**src/hw/rtl/zts_pkg.sv**
```systemverilog
// ----------------------------------------------------------------------------
// zts_pkg: shared types and codes of the zone transfer record sequencer
// Transaction structs, phase/command/error codes and register indexes.
// ----------------------------------------------------------------------------
`default_nettype none

package zts_pkg;

    localparam int unsigned SERIAL_W   = 32;
    localparam int unsigned COUNT_W    = 10;
    localparam int unsigned CMD_W      = 4;
    localparam int unsigned ERR_W      = 3;
    localparam int unsigned CFG_IDX_W  = 2;
    localparam int unsigned CFG_DATA_W = 32;
    localparam int unsigned MAX_RES    = 3;

    localparam logic [COUNT_W-1:0] BATCH_LIMIT_RESET = COUNT_W'(100);

    // configuration register indexes
    localparam logic [CFG_IDX_W-1:0] REG_REQUEST_INCREMENTAL = 2'd0;
    localparam logic [CFG_IDX_W-1:0] REG_REQUESTED_SERIAL    = 2'd1;
    localparam logic [CFG_IDX_W-1:0] REG_BATCH_LIMIT         = 2'd2;

    typedef enum logic [3:0] {
        PH_INIT   = 4'd0,
        PH_FIRST  = 4'd1,
        PH_DELSOA = 4'd2,
        PH_DEL    = 4'd3,
        PH_ADDSOA = 4'd4,
        PH_ADD    = 4'd5,
        PH_FULL   = 4'd6,
        PH_END    = 4'd7,
        PH_FAILED = 4'd8
    } phase_t;

    typedef enum logic [CMD_W-1:0] {
        CMD_NONE        = 4'd0,
        CMD_BEGIN_FULL  = 4'd1,
        CMD_BEGIN_INCR  = 4'd2,
        CMD_PUT_DEL     = 4'd3,
        CMD_PUT_ADD     = 4'd4,
        CMD_FLUSH       = 4'd5,
        CMD_COMMIT_INCR = 4'd6,
        CMD_COMMIT_FULL = 4'd7,
        CMD_ERROR       = 4'd8
    } cmd_t;

    typedef enum logic [ERR_W-1:0] {
        ERR_NONE       = 3'd0,
        ERR_UP_TO_DATE = 3'd1,
        ERR_EXTRA_DATA = 3'd2,
        ERR_NON_SOA    = 3'd3,
        ERR_FAILED     = 3'd4
    } err_t;

    typedef struct packed {
        logic                record_is_soa;
        logic [SERIAL_W-1:0] rec_serial;
    } in_item_t;

    typedef struct packed {
        logic [CMD_W-1:0] command;
        logic [ERR_W-1:0] error_code;
        logic             transfer_done;
        logic             last;
    } out_item_t;

    // sequencer state carried between records
    typedef struct packed {
        phase_t              phase;
        logic [SERIAL_W-1:0] final_serial;
        logic [COUNT_W-1:0]  pending;
    } seq_state_t;

    // all results caused by one record
    typedef struct packed {
        logic [1:0]                  count;
        logic [MAX_RES-1:0][CMD_W-1:0] cmd;
        logic [ERR_W-1:0]            err;
        logic                        done;
    } step_res_t;

endpackage

`default_nettype wire

```
**src/hw/rtl/zts_step.sv**
```systemverilog
// ----------------------------------------------------------------------------
// zts_step: per-record decision logic
// Maps the current phase and one record to up to three commands and the
// next sequencer state. Purely combinational.
// ----------------------------------------------------------------------------
`default_nettype none

module zts_step (
    input  var zts_pkg::seq_state_t              cur,
    input  var zts_pkg::in_item_t                item,
    input  var logic                             request_incremental,
    input  var logic [zts_pkg::SERIAL_W-1:0]     requested_serial,
    input  var logic [zts_pkg::COUNT_W-1:0]      batch_limit,
    output zts_pkg::seq_state_t                  nxt,
    output zts_pkg::step_res_t                   res
);
    import zts_pkg::*;

    logic [SERIAL_W-1:0] serial_diff;
    logic                serial_newer;
    logic [COUNT_W:0]    count_inc;
    logic                flush_cur;
    logic                flush_zero;
    logic [COUNT_W-1:0]  count_cur;
    logic [COUNT_W-1:0]  count_zero;

    // RFC 1982 comparison: requested serial is older than the new one
    assign serial_diff  = item.rec_serial - requested_serial;
    assign serial_newer = (serial_diff != '0) && !serial_diff[SERIAL_W-1];

    // put bookkeeping from the current count and from a cleared count
    assign count_inc  = {1'b0, cur.pending} + {{COUNT_W{1'b0}}, 1'b1};
    assign flush_cur  = count_inc > {1'b0, batch_limit};
    assign count_cur  = flush_cur ? '0 : count_inc[COUNT_W-1:0];
    assign flush_zero = (batch_limit == '0);
    assign count_zero = flush_zero ? '0 : {{(COUNT_W-1){1'b0}}, 1'b1};

    always_comb
    begin
        nxt       = cur;
        res.count = 2'd1;
        res.cmd   = '0;
        res.err   = ERR_NONE;

        case (cur.phase)
            PH_INIT:
            begin
                if (!item.record_is_soa)
                begin
                    res.cmd[0] = CMD_ERROR;
                    res.err    = ERR_NON_SOA;
                    nxt.phase  = PH_FAILED;
                end
                else
                begin
                    nxt.final_serial = item.rec_serial;
                    if (request_incremental && !serial_newer)
                    begin
                        res.cmd[0] = CMD_ERROR;
                        res.err    = ERR_UP_TO_DATE;
                        nxt.phase  = PH_FAILED;
                    end
                    else
                    begin
                        res.cmd[0] = CMD_NONE;
                        nxt.phase  = PH_FIRST;
                    end
                end
            end
            PH_FIRST:
            begin
                // second record picks incremental or full
                res.cmd[0]  = item.record_is_soa ? CMD_BEGIN_INCR : CMD_BEGIN_FULL;
                res.cmd[1]  = item.record_is_soa ? CMD_PUT_DEL : CMD_PUT_ADD;
                res.cmd[2]  = CMD_FLUSH;
                res.count   = flush_zero ? 2'd3 : 2'd2;
                nxt.pending = count_zero;
                nxt.phase   = item.record_is_soa ? PH_DEL : PH_FULL;
            end
            PH_DELSOA, PH_ADDSOA:
            begin
                if (!item.record_is_soa)
                begin
                    res.cmd[0] = CMD_ERROR;
                    res.err    = ERR_NON_SOA;
                    nxt.phase  = PH_FAILED;
                end
                else
                begin
                    res.cmd[0]  = (cur.phase == PH_DELSOA) ? CMD_PUT_DEL : CMD_PUT_ADD;
                    res.cmd[1]  = CMD_FLUSH;
                    res.count   = flush_cur ? 2'd2 : 2'd1;
                    nxt.pending = count_cur;
                    nxt.phase   = (cur.phase == PH_DELSOA) ? PH_DEL : PH_ADD;
                end
            end
            PH_DEL:
            begin
                res.cmd[0]  = item.record_is_soa ? CMD_PUT_ADD : CMD_PUT_DEL;
                res.cmd[1]  = CMD_FLUSH;
                res.count   = flush_cur ? 2'd2 : 2'd1;
                nxt.pending = count_cur;
                if (item.record_is_soa)
                begin
                    nxt.phase = PH_ADD;
                end
            end
            PH_ADD:
            begin
                if (item.record_is_soa)
                begin
                    // commit this sequence, then end or open the next one
                    res.cmd[0] = CMD_COMMIT_INCR;
                    if (item.rec_serial == cur.final_serial)
                    begin
                        nxt.pending = '0;
                        nxt.phase   = PH_END;
                    end
                    else
                    begin
                        res.cmd[1]  = CMD_PUT_DEL;
                        res.cmd[2]  = CMD_FLUSH;
                        res.count   = flush_zero ? 2'd3 : 2'd2;
                        nxt.pending = count_zero;
                        nxt.phase   = PH_DEL;
                    end
                end
                else
                begin
                    res.cmd[0]  = CMD_PUT_ADD;
                    res.cmd[1]  = CMD_FLUSH;
                    res.count   = flush_cur ? 2'd2 : 2'd1;
                    nxt.pending = count_cur;
                end
            end
            PH_FULL:
            begin
                res.cmd[0] = CMD_PUT_ADD;
                if (item.record_is_soa)
                begin
                    // closing SOA commits after any flush
                    res.cmd[1]  = flush_cur ? CMD_FLUSH : CMD_COMMIT_FULL;
                    res.cmd[2]  = CMD_COMMIT_FULL;
                    res.count   = flush_cur ? 2'd3 : 2'd2;
                    nxt.pending = '0;
                    nxt.phase   = PH_END;
                end
                else
                begin
                    res.cmd[1]  = CMD_FLUSH;
                    res.count   = flush_cur ? 2'd2 : 2'd1;
                    nxt.pending = count_cur;
                end
            end
            PH_END:
            begin
                res.cmd[0] = CMD_ERROR;
                res.err    = ERR_EXTRA_DATA;
                nxt.phase  = PH_FAILED;
            end
            default:
            begin
                res.cmd[0] = CMD_ERROR;
                res.err    = ERR_FAILED;
                nxt.phase  = PH_FAILED;
            end
        endcase

        res.done = (nxt.phase == PH_END);
    end

endmodule

`default_nettype wire

```
**src/hw/rtl/zone_transfer_record_sequencer_top.sv**
```systemverilog
// ----------------------------------------------------------------------------
// zone_transfer_record_sequencer_top: zone transfer record sequencer
// Turns the SOA/non-SOA records of an AXFR or IXFR response into begin,
// put, flush, commit and error commands.
// ----------------------------------------------------------------------------
// A record transaction is taken into an input register, decided by the step
// logic and then written to a result buffer that holds the one to three
// commands it causes. The buffer sends one command per cycle while out_stall
// is low, so a record occupies the output until all its commands (1 to 3)
// have left; the next record is taken while the buffer still drains and is
// decided the cycle its last command leaves. The first command of a record is
// presented once the record has passed from the input register into the
// result buffer. Error commands are always the only command of their record;
// after any error every record gives "already failed" until reset.
// Configuration writes take effect on the next record decided.
`default_nettype none

module zone_transfer_record_sequencer_top (
    input  var logic                              clk,
    input  var logic                              rst_n,
    input  var logic                              cfg_we,
    input  var logic [zts_pkg::CFG_IDX_W-1:0]     cfg_index,
    input  var logic [zts_pkg::CFG_DATA_W-1:0]    cfg_data,
    input  var logic                              in_valid,
    output logic                                  in_stall,
    input  var zts_pkg::in_item_t                 in_data,
    output logic                                  out_valid,
    input  var logic                              out_stall,
    output zts_pkg::out_item_t                    out_data
);
    import zts_pkg::*;

    logic                          req_inc_reg;
    logic [SERIAL_W-1:0]           req_serial_reg;
    logic [COUNT_W-1:0]            limit_reg;
    seq_state_t                    state_reg;
    seq_state_t                    state_next;
    logic                          in_valid_reg;
    in_item_t                      in_data_reg;
    step_res_t                     step_res;
    logic                          res_valid_reg;
    logic [1:0]                    res_cnt_reg;
    logic [1:0]                    res_idx_reg;
    logic [MAX_RES-1:0][CMD_W-1:0] res_cmd_reg;
    logic [ERR_W-1:0]              res_err_reg;
    logic                          res_done_reg;
    logic                          res_last;
    logic                          res_drain;
    logic                          advance;

    // configuration registers
    always_ff @(posedge clk or negedge rst_n)
    begin
        if (!rst_n)
        begin
            req_inc_reg    <= 1'b0;
            req_serial_reg <= '0;
            limit_reg      <= BATCH_LIMIT_RESET;
        end
        else if (cfg_we)
        begin
            case (cfg_index)
                REG_REQUEST_INCREMENTAL: req_inc_reg    <= cfg_data[0];
                REG_REQUESTED_SERIAL:    req_serial_reg <= cfg_data[SERIAL_W-1:0];
                REG_BATCH_LIMIT:         limit_reg      <= cfg_data[COUNT_W-1:0];
                default:                 req_inc_reg    <= req_inc_reg;
            endcase
        end
    end

    // handshake: advance a record once the buffer empties or sends its last
    assign res_last  = (res_idx_reg == (res_cnt_reg - 2'd1));
    assign res_drain = res_valid_reg && !out_stall && res_last;
    assign advance   = in_valid_reg && (!res_valid_reg || res_drain);
    assign in_stall  = in_valid_reg && !advance;

    // input register
    always_ff @(posedge clk or negedge rst_n)
    begin
        if (!rst_n)
        begin
            in_valid_reg <= 1'b0;
        end
        else if (in_valid && !in_stall)
        begin
            in_valid_reg <= 1'b1;
        end
        else if (advance)
        begin
            in_valid_reg <= 1'b0;
        end
    end

    always_ff @(posedge clk)
    begin
        if (in_valid && !in_stall)
        begin
            in_data_reg <= in_data;
        end
    end

    zts_step u_step (
        .cur                 (state_reg),
        .item                (in_data_reg),
        .request_incremental (req_inc_reg),
        .requested_serial    (req_serial_reg),
        .batch_limit         (limit_reg),
        .nxt                 (state_next),
        .res                 (step_res)
    );

    // sequencer state
    always_ff @(posedge clk or negedge rst_n)
    begin
        if (!rst_n)
        begin
            state_reg.phase        <= PH_INIT;
            state_reg.final_serial <= '0;
            state_reg.pending      <= '0;
        end
        else if (advance)
        begin
            state_reg <= state_next;
        end
    end

    // result buffer control
    always_ff @(posedge clk or negedge rst_n)
    begin
        if (!rst_n)
        begin
            res_valid_reg <= 1'b0;
            res_idx_reg   <= '0;
            res_cnt_reg   <= 2'd1;
        end
        else if (advance)
        begin
            res_valid_reg <= 1'b1;
            res_idx_reg   <= '0;
            res_cnt_reg   <= step_res.count;
        end
        else if (res_valid_reg && !out_stall)
        begin
            if (res_last)
            begin
                res_valid_reg <= 1'b0;
            end
            else
            begin
                res_idx_reg <= res_idx_reg + 2'd1;
            end
        end
    end

    // result buffer payload
    always_ff @(posedge clk)
    begin
        if (advance)
        begin
            res_cmd_reg  <= step_res.cmd;
            res_err_reg  <= step_res.err;
            res_done_reg <= step_res.done;
        end
    end

    // drive the output transaction
    assign out_valid              = res_valid_reg;
    assign out_data.command       = res_cmd_reg[res_idx_reg];
    assign out_data.error_code    = res_err_reg;
    assign out_data.transfer_done = res_done_reg;
    assign out_data.last          = res_last;

`ifndef ASSERT_OFF
    // the buffer never points past its command count
    a_idx_in_range: assert property (@(posedge clk) disable iff (!rst_n)
        res_valid_reg |-> (res_idx_reg < res_cnt_reg))
        else $error("result index beyond command count");

    // an error command is the only command of its record
    a_error_alone: assert property (@(posedge clk) disable iff (!rst_n)
        (out_valid && (out_data.command == CMD_ERROR)) |-> out_data.last)
        else $error("error command not last of its record");

    // the failed phase is left only through reset
    a_failed_sticks: assert property (@(posedge clk) disable iff (!rst_n)
        (state_reg.phase == PH_FAILED) |=> (state_reg.phase == PH_FAILED))
        else $error("failed phase was left");

    // stall only while a record waits in the input register
    a_stall_held: assert property (@(posedge clk) disable iff (!rst_n)
        in_stall |-> (in_valid_reg && res_valid_reg))
        else $error("input stalled with nothing pending");
`endif

endmodule

`default_nettype wire

```
**config.mk**
```make
export PLATFORM = sky130hd
export DESIGN_NAME = zone_transfer_record_sequencer_top
export DESIGN_NICKNAME = d
export VERILOG_FILES = /design/src/hw/rtl/zts_pkg.sv /design/src/hw/rtl/zts_step.sv /design/src/hw/rtl/zone_transfer_record_sequencer_top.sv
export SDC_FILE = /design/constraint.sdc
export NUM_CORES = 1
export LEC_CHECK = 0
export ABC_CLOCK_PERIOD_IN_PS = 3800
export BUFFER_PORTS_ARGS = -buffer_cell sky130_fd_sc_hd__buf_2
export CAP_MARGIN = 20
export CORE_ASPECT_RATIO = 2
export CORE_MARGIN = 2
export CORE_UTILIZATION = 40
export DETAILED_ROUTE_END_ITERATION = 16
export GPL_ROUTABILITY_DRIVEN = 1
export MAX_ROUTING_LAYER = met4
export PLACE_DENSITY = 0.64
export SETUP_SLACK_MARGIN = 0.02
export SYNTH_ARGS = -nofsm -noshare
export SYNTH_HDL_FRONTEND = slang
export SYNTH_SLANG_ARGS = --single-unit
```
**constraint.sdc**
```tcl
create_clock -name clk -period 3.8 [get_ports clk]
set_input_delay 0.38 -clock clk [delete_from_list [all_inputs] [get_ports clk]]
set_output_delay 0.38 -clock clk [all_outputs]
set_load 0.01 [all_outputs]
```
* After elaboration in Yosys (flattened, before gate mapping) *
Cells that the tools add are included.

word-level totals
  register bits after elaboration = 144
  bits of input ports = 72
  output and inout bits = 11

cells by class
  add/subtract/negate cells = 4
  $lt $le $gt $ge = 2
  equal/unequal tests = 14
  mux-type cells = 54
  reduce and logical (&&, ||, !) cells = 31

operators with widths
  cell                                                             count
  10-bit 2-to-1 mux                                                6
  10-bit one-hot mux with 5 select lines                           1
  4-bit one-hot mux with 6 select lines                            2
  4-bit 2-to-1 mux                                                 11
  32-bit == test                                                   1
  32-bit nonzero test                                              1
  32-bit subtractor                                                1
  3-bit 2-to-1 mux                                                 8
  4-bit by 3-bit == test with 1-bit output, second input constant  5
  2-bit 2-to-1 mux                                                 10
  4-bit one-hot mux with 5 select lines                            1
  3-bit one-hot mux with 4 select lines                            1
  4-bit one-hot mux with 3 select lines                            1
  10-bit by 1-bit adder with 11-bit output, second input constant  1
  11-bit by 10-bit > comparator with 1-bit output                  1
  10-bit logical NOT                                               1
  2-bit one-hot mux with 5 select lines                            1
  2-bit AND reduction                                              5
  1-bit 2-to-1 mux                                                 9
  4-bit binary-select mux with 2-bit select                        1
  4-bit by 2-bit == test with 1-bit output, second input constant  2
  8-bit 2-to-1 mux                                                 1
  1-bit logical AND                                                7
  7-bit 2-to-1 mux                                                 1
  18 further kinds                                                 26

* Depth between registers and ports, before layout *
Gate-level depths: netlist (run 1).

  word-level depth = 10
  depth in mapped cells = 18
  mapped depth without buffers = 17

* Cells and area by module *
Synthesis (run 1) repeated with hierarchy kept, for this count alone.

unflattened totals
  cells, all modules = 900
  area total of the unflattened synthesis = 9416.5 um^2

by module, submodules not included
  module                              times used  cells an instance  area each (um^2)  seq. area each (um^2)
  zone_transfer_record_sequencer_top  1           294                5293.8            3853.7
  zts_step                            1           606                4122.7            0.0

* Worst setup path after synthesis (run 1) *
OpenSTA, ideal clock, no wires.

  path type = flip-flop to flip-flop
  start = register state_reg[0] in the netlist's numbering
  end = register res_cnt_reg[1]
  setup time = 128 ps
  data arrival time = 3425 ps
  required time = 3672 ps
  slack = 247 ps
  stages on the path, launching flop included = 17
  path buffers = 1
  clock period less this slack = 3553 ps
  cells stage by stage = dfrtp_1 > ha_1 > ha_1 > nor2b_1 > o21a_1 > o21a_1 > o21a_1 > o21ai_0 > a21oi_1 > o41ai_1 > and2_1 > clkbuf_1 > inv_1 > ha_1 > a221o_1 > a21boi_0 > o41ai_1

between the ends
  longest elaborated chain between the ends = 5

ends and longest elaborated chain
  element                                              RTL line                                          text
  start: declaration                                   zone_transfer_record_sequencer_top.sv:36          seq_state_t state_reg;
  start signal: assignment                             zone_transfer_record_sequencer_top.sv:123         state_reg <= state_next;
  10-bit by 1-bit adder with 11-bit output (*)         zts_step.sv:32                                    assign count_inc = {1'b0, cur.pending} + {{COUNT_W{1'b0}}, 1'b1};
  11-bit by 10-bit > comparator with 1-bit output (*)  zts_step.sv:33                                    assign flush_cur = count_inc > {1'b0, batch_limit};
  2-bit 2-to-1 mux (*)                                 -
  2-bit 2-to-1 mux (on tied branches)                  zts_step.sv:139, zts_step.sv:82, zts_step.sv:110
  2-bit one-hot mux with 5 select lines (*)            zts_step.sv:45                                    case (cur.phase)
  end signal: assignment                               zone_transfer_record_sequencer_top.sv:140         res_cnt_reg <= step_res.count;
  end: declaration                                     zone_transfer_record_sequencer_top.sv:42          logic [1:0] res_cnt_reg;

Mark *: on every way between the ends. The rest lies on a longest branch, timed or not.
A chain may end at the register's enable or synchronous reset.

==> results of run 1 <==
-- cell usage in the layout (no fill, tap or decap), drive strengths merged, types with 19 or more instances in the layout --
cell,n
nand4,22
nor2,56
inv,67
mux2,75
xor2,44
ha,46
dfrtp,91
nand3,19
edfxtp,46
buf,139
o21ai,50
nand2,54
a21oi,55
-- power breakdown --
group / total [µW] / switching [µW] / internal [µW]
clock: 1650 / 678 / 977
sequential: 2460 / 375 / 2090
combinational: 3760 / 2230 / 1530
total: 7880 / 3280 / 4590
-- cells by family (layout without fill, tap and decap cells) --
group                      count (synthesis)  after routing
AOI/OAI and AO/OA                        206            206
xor gates and xnor gates                  57             57
adders and majority gates                 47             47
buffers and inverters                    107            234
DFF                                      141            141
muxes                                     79             79
and+or+nand+nor                          236            236
-- per-layer routing --
| layer | track usage [%] | share of wire (%) | vias up |
|---|---|---|---|
| met5 | - | 0 | - |
| met4 | 19.9 | 9.2 | 0 |
| met3 | 3.28 | 2.6 | 77 |
| met2 | 42.9 | 55 | 189 |
| met1 | 22.5 | 33 | 3474 |
| li1 | - | - | 3410 |
-- path summary, 6_finish.rpt --
kind,end,depth (start not counted),from
worst max-delay path,res_err_reg[0],13,in_data_reg[6]
worst min-delay path,in_data_reg[4],1,in_data[4]
worst max register to register,res_err_reg[0],13,in_data_reg[6]
worst min register to register,req_serial_reg[25],1,req_serial_reg[25]
max in group asynchronous,state_reg[12],3,rst_n
min in group asynchronous,req_serial_reg[20],2,rst_n
-- per-stage QoR --
step | total power, µW | std cells | instance area [µm²]
2_1_floorplan | 4800 | 873 | 8830
4_1_cts | 7880 | 1273 | 10400
3_3_place_gp | 6150 | 1240 | 9790
3_5_place_dp | 6180 | 1240 | 9790
6_report | 7880 | 1273 | 10400
5_1_grt | 8350 | 1273 | 10400
-- area by class of cell --
type / count / share of cell area [%]
Inverter: 62 / 2.23
Sequential cell: 141 / 36.0
Clock buffer: 18 / 4.11
Tap cell: 273 / 3.27
Multi-Input combinational cell: 625 / 44.7
Clock inverter: 14 / 1.50
Timing Repair Buffer: 140 / 8.14
-- repair_timing --
action,CTS,global route
hold buffers,1,0
hold endpoints to repair,22,0
pin swaps,0,3
resized for setup,2,9
buffers inserted,0,0
endpoints found under the setup margin,1,6
==> impl_metrics.env, run 1 <==
export IMPL_endpoint_kind="flip-flop"
export IMPL_synth_compound_area_share_pct=16.3
export IMPL_clk_pin_slew_ns=0.06
export IMPL_io_pins=83
export IMPL_cts_tree="done"
export IMPL_arrival_ns=3.89
export IMPL_port_buffers=82
export IMPL_path_delay_family="compound AO/OA/AOI/OAI gates"
export IMPL_outcome="finished clean"
export IMPL_htreeDepth=4
export IMPL_worst_path_max_delay_cell="a2111oi_4"
export IMPL_dieArea_um2=23300
export IMPL_drt_wl_total_um=26500
export IMPL_grt_pass1_vias=7312
export IMPL_cts_root_buf="clkbuf_16"
export IMPL_grt_pass1_wl_um=40400
export IMPL_ys_flop_type="dfrtp_1"
export IMPL_synthSimpleGateAreaFrac_pct=13.6
export IMPL_ys_seq_elements=141
export IMPL_synthAdderAreaFrac_pct=6.75
export IMPL_post_route_min_period_ns=3.61
export IMPL_period_share_pct=95.1
export IMPL_first_pass_iters=7
export IMPL_grt_overflow_total=0
export IMPL_synth_xor_area_share_pct=5.66
export IMPL_rsz0062_at_grt="yes"
export IMPL_start_util_pct=40.9
export IMPL_grt_usage_pct=24.4
export IMPL_reg2reg_slack_ns=0.19
export IMPL_diodes=0
export IMPL_row_count=76
export IMPL_power_density_nw_per_um2=754
export IMPL_leakage_uw=0.00461
export IMPL_seq_area_frac_synth_pct=42.6
export IMPL_die_h_um=214
export IMPL_drt_iter0_drc=319
export IMPL_wl_per_cell_um=20.8
export IMPL_hold_path_class="primary input to flip-flop"
export IMPL_syn2layout_area_growth_pct=18.4
export IMPL_peakVddDrop_uv=401
export IMPL_synthArstFlopShare_pct=67.4
export IMPL_yosys_top_cells_count="91 x dfrtp_1, 75 x mux2_2, 61 x inv_1"
export IMPL_largest_register_ffs=46
export IMPL_seq_area_um2=3760
export IMPL_cts_sinks=141
export IMPL_multi_input_area_um2=4670
export IMPL_synth_top_family_by_area="compound AO/OA/AOI/OAI gates"
export IMPL_drv_cap=0
export IMPL_critPathBufInv=2
export IMPL_syn_inst=873
export IMPL_worstSkewPairLatency_ns=0.44
export IMPL_slew_violations=0
export IMPL_fmax_mhz=277
export IMPL_hold_violations=0
export IMPL_antenna_found_initial=0
export IMPL_vias=7150
export IMPL_num_fill_cells=2019
export IMPL_setup_viol=0
export IMPL_max_stage_delay_ns=0.53
export IMPL_synth_top_cell_area_share_pct=25.8
export IMPL_place_hpwl_um=21300
export IMPL_nNetsFinal=1106
export IMPL_worst_pin_slew_ns=0.935
export IMPL_grt_max_degree=40
export IMPL_start_kind="flip-flop"
export IMPL_synth_top_area_cell="dfrtp_1"
export IMPL_holdWs_ns=0.115
export IMPL_fp_coreArea_um2=21600
export IMPL_drive_above_1_share_pct=27.4
export IMPL_ctsLongestPathBuffers=2
export IMPL_crit_type="flip-flop to flip-flop"
export IMPL_worstPathMaxFanout=7
export IMPL_relSlewSlack_pct=37.7
export IMPL_synth_avg_cell_area_um2=10.1
export IMPL_synth_cell_types=76
export IMPL_ant_nets=0
export IMPL_synth_edf_count=46
export IMPL_finalSetupTns_ns=0
export IMPL_syn_num_nets=992
export IMPL_pre_cts_ws_ns=-0.0328
export IMPL_synth_mux_area_share_pct=10.0
export IMPL_final_setup_skew_ns=0.0130
export IMPL_setup_ws_ns=0.186
export IMPL_utilization_pct=48.4
export IMPL_gp_congestion=1.03
export IMPL_synth_most_common_cell="dfrtp_1"
export IMPL_yosys_top_cells_area="dfrtp_1 26%, edfxtp_1 16%, mux2_2 9.6%"
export IMPL_avgViaCountPerCell=5.62
export IMPL_synth_area_um2=8830
export IMPL_worstPathRequired_ns=4.08
export IMPL_path_cells="ha_1 > buf_4 > nand4_1 > a2111oi_4 > o21ai_4 > a31oi_2 > a211oi_2 > xnor2_1 > a2111oi_1 > buf_4 > and4_1 > nand2_1 > a211oi_2"
export IMPL_dieWidth_um=109
export IMPL_numCtsBuffers=17
export IMPL_drc_errors=0
export IMPL_yosysWarningCount=0
(Power assumes the default switching activity.)
==> inputs of run 2 (changes only) <==
--- a/config.mk
+++ b/config.mk
@@ -8,13 +8,16 @@
 export ABC_CLOCK_PERIOD_IN_PS = 3800
 export BUFFER_PORTS_ARGS = -buffer_cell sky130_fd_sc_hd__buf_2
 export CAP_MARGIN = 20
+export CELL_PAD_IN_SITES_DETAIL_PLACEMENT = 0
+export CELL_PAD_IN_SITES_GLOBAL_PLACEMENT = 1
 export CORE_ASPECT_RATIO = 2
 export CORE_MARGIN = 2
 export CORE_UTILIZATION = 40
 export DETAILED_ROUTE_END_ITERATION = 16
 export GPL_ROUTABILITY_DRIVEN = 1
 export MAX_ROUTING_LAYER = met4
-export PLACE_DENSITY = 0.64
+export PLACE_DENSITY = 0.77
+export RECOVER_POWER = 25
 export SETUP_SLACK_MARGIN = 0.02
 export SYNTH_ARGS = -nofsm -noshare
 export SYNTH_HDL_FRONTEND = slang
==> impl_metrics.env, run 2 (synthesized netlist as in run 1, its figures left out) <==
export IMPL_seq_area_um2=3760
export IMPL_crit_type="flip-flop to flip-flop"
export IMPL_pre_cts_ws_ns=-0.197
export IMPL_leakage_uw=0.00458
export IMPL_path_cells="ha_1 > buf_4 > nor2b_1 > a2111oi_4 > o2111ai_2 > nor4_2 > nand4_1 > nor4_1 > and3_1 > and3_1 > and4_1 > nand2_1 > a211oi_2"
export IMPL_whs_path_depth=1
export IMPL_power_frac_clock_pct=20.5
export IMPL_multi_input_area_um2=4740
export IMPL_first_pass_iters=5
export IMPL_wl_per_cell_um=21.5
export IMPL_cts_tree="done"
export IMPL_cts_root_buf="clkbuf_16"
export IMPL_drt_wl_total_um=27300
export IMPL_row_count=76
export IMPL_hold_violations=0
export IMPL_outcome="complete, but fails checks"
export IMPL_numCtsBuffers=17
export IMPL_nNetsFinal=1103
export IMPL_num_fill_cells=2079
export IMPL_grt_overflow_total=0
export IMPL_period_share_pct=95.3
export IMPL_place_hpwl_um=21900
export IMPL_critPathBufInv=1
export IMPL_clk_pin_slew_ns=0.06
export IMPL_critPathLaunch="in_data_reg[10]"
export IMPL_die_h_um=214
export IMPL_drt_iter0_drc=285
export IMPL_antenna_found_initial=0
export IMPL_htreeDepth=4
export IMPL_worstSkewPairLatency_ns=0.44
export IMPL_hold_path_class="primary input to flip-flop"
export IMPL_worst_pin_slew_ns=2.04
export IMPL_drc_errors=0
export IMPL_path_delay_family="simple AND/OR/NAND/NOR gates"
export IMPL_p_sw_uw=3370
export IMPL_dieArea_um2=23300
export IMPL_avgViaCountPerCell=5.71
export IMPL_setup_viol=0
export IMPL_vias=7256
export IMPL_port_buffers=82
export IMPL_gp_congestion=1.05
export IMPL_power_density_nw_per_um2=757
export IMPL_reg2reg_depth=13
export IMPL_post_cts_setup_buffers=0
export IMPL_pwr_share_comb_pct=48.7
export IMPL_final_common_cell="dfrtp_1"
export IMPL_cts_sinks=141
export IMPL_fmax_mhz=276
export IMPL_peakVddDrop_uv=360
export IMPL_fp_coreArea_um2=21600
export IMPL_syn2layout_area_growth_pct=18.6
export IMPL_max_stage_delay_ns=0.48
export IMPL_final_setup_skew_ns=0.00874
export IMPL_intPower_uw=4560
export IMPL_relSlewSlack_pct=-36.1
export IMPL_drive_above_1_share_pct=27.8
export IMPL_slew_violations=33
export IMPL_worst_path_max_delay_cell="edfxtp_1"
export IMPL_hold_end="in_data_reg[29]"
export IMPL_path_common_cell="and3_1"
export IMPL_finalSetupTns_ns=0
export IMPL_holdWs_ns=0.110
export IMPL_largest_register_ffs=46
export IMPL_start_kind="flip-flop"
export IMPL_ctsLongestPathBuffers=2
export IMPL_r2r_start="in_data_reg[10]"
export IMPL_layout_cells_non_filler=1270
export IMPL_p_seq_share_pct=30.8
export IMPL_setup_ws_ns=0.180
export IMPL_worstPathRequired_ns=4.07
export IMPL_grt_pass1_wl_um=41900
export IMPL_rr_endpoint="res_err_reg[0]"
export IMPL_endpoint_kind="flip-flop"
export IMPL_placed_cells=1237
export IMPL_utilization_pct=48.5
export IMPL_violations="capacitance limit, slew limit"
export IMPL_worstPathMaxFanout=6
export IMPL_ant_nets=0
export IMPL_final_cell_mix="90 x dfrtp_1, 77 x buf_2, 75 x mux2_2"
export IMPL_dieWidth_um=109
export IMPL_reg2reg_slack_ns=0.18
export IMPL_grt_usage_pct=25.0
export IMPL_drv_cap=1
export IMPL_start_util_pct=40.9
export IMPL_grt_pass1_vias=7722
export IMPL_grt_max_degree=39
export IMPL_post_route_min_period_ns=3.62
export IMPL_hp_start="in_data[29]"
export IMPL_diodes=0
export IMPL_swShare_pct=42.5
export IMPL_arrival_ns=3.89
export IMPL_io_pins=83
run 2: cell count changes in the layout (fill, tap and decap cells not counted), sizes merged:
cell	change
bufinv	-1
clkbuf	+7
buf	-9
run 2: timing repair:
item                       4_1_cts  5_1_grt
resized for setup                3       25
pin swaps                        0        3
setup endpoints to repair        4        7
hold buffers                     1        0
hold endpoints to repair        23        0
run 2: worst max-delay path by stage:
stage                endpoint  cells past startpoint
2_1_floorplan  res_cnt_reg[1]                     16
3_3_place_gp   res_err_reg[0]                     15
3_5_place_dp   res_err_reg[0]                     15
4_1_cts        res_cnt_reg[1]                     15
5_1_grt        res_err_reg[0]                     14
6_report       res_err_reg[0]                     13
run 2: per-layer routing:
| metal | vias to the layer above | share of wire (%) | track usage, % |
|---|---|---|---|
| met4 | 0 | 7.4 | 17.1 |
| met3 | 92 | 2.9 | 3.22 |
| met2 | 223 | 57 | 46.3 |
| li1 | 3415 | - | - |
| met5 | - | 0 | - |
| met1 | 3526 | 33 | 22.6 |
run 2: power groups by stage:
| stage | sequential, µW | clock [µW] | combinational [µW] |
|---|---|---|---|
| after floorplan | 2340 | 0 | 2470 |
| after global placement | 2450 | 0 | 3730 |
| after detailed placement | 2470 | 0 | 3720 |
| after CTS | 2440 | 1660 | 3750 |
| after global routing | 2500 | 1730 | 4170 |
| final | 2440 | 1630 | 3860 |
run 2: cell type report:
cell class / instances / share of cell area [%]
repair buffers: 137 / 7.79
multi-input cells: 625 / 45.3
inverters: 62 / 2.22
well taps: 273 / 3.26
clock buffers: 19 / 4.23
clock inverters: 13 / 1.24
flip-flops and latches: 141 / 36.0
run 2: stage by stage:
step / instance area (µm²) / power, µW
5_1_grt: 10500 / 8400
3_5_place_dp: 9770 / 6190
6_report: 10500 / 7930
4_1_cts: 10400 / 7850
3_3_place_gp: 9770 / 6180
2_1_floorplan: 8830 / 4800
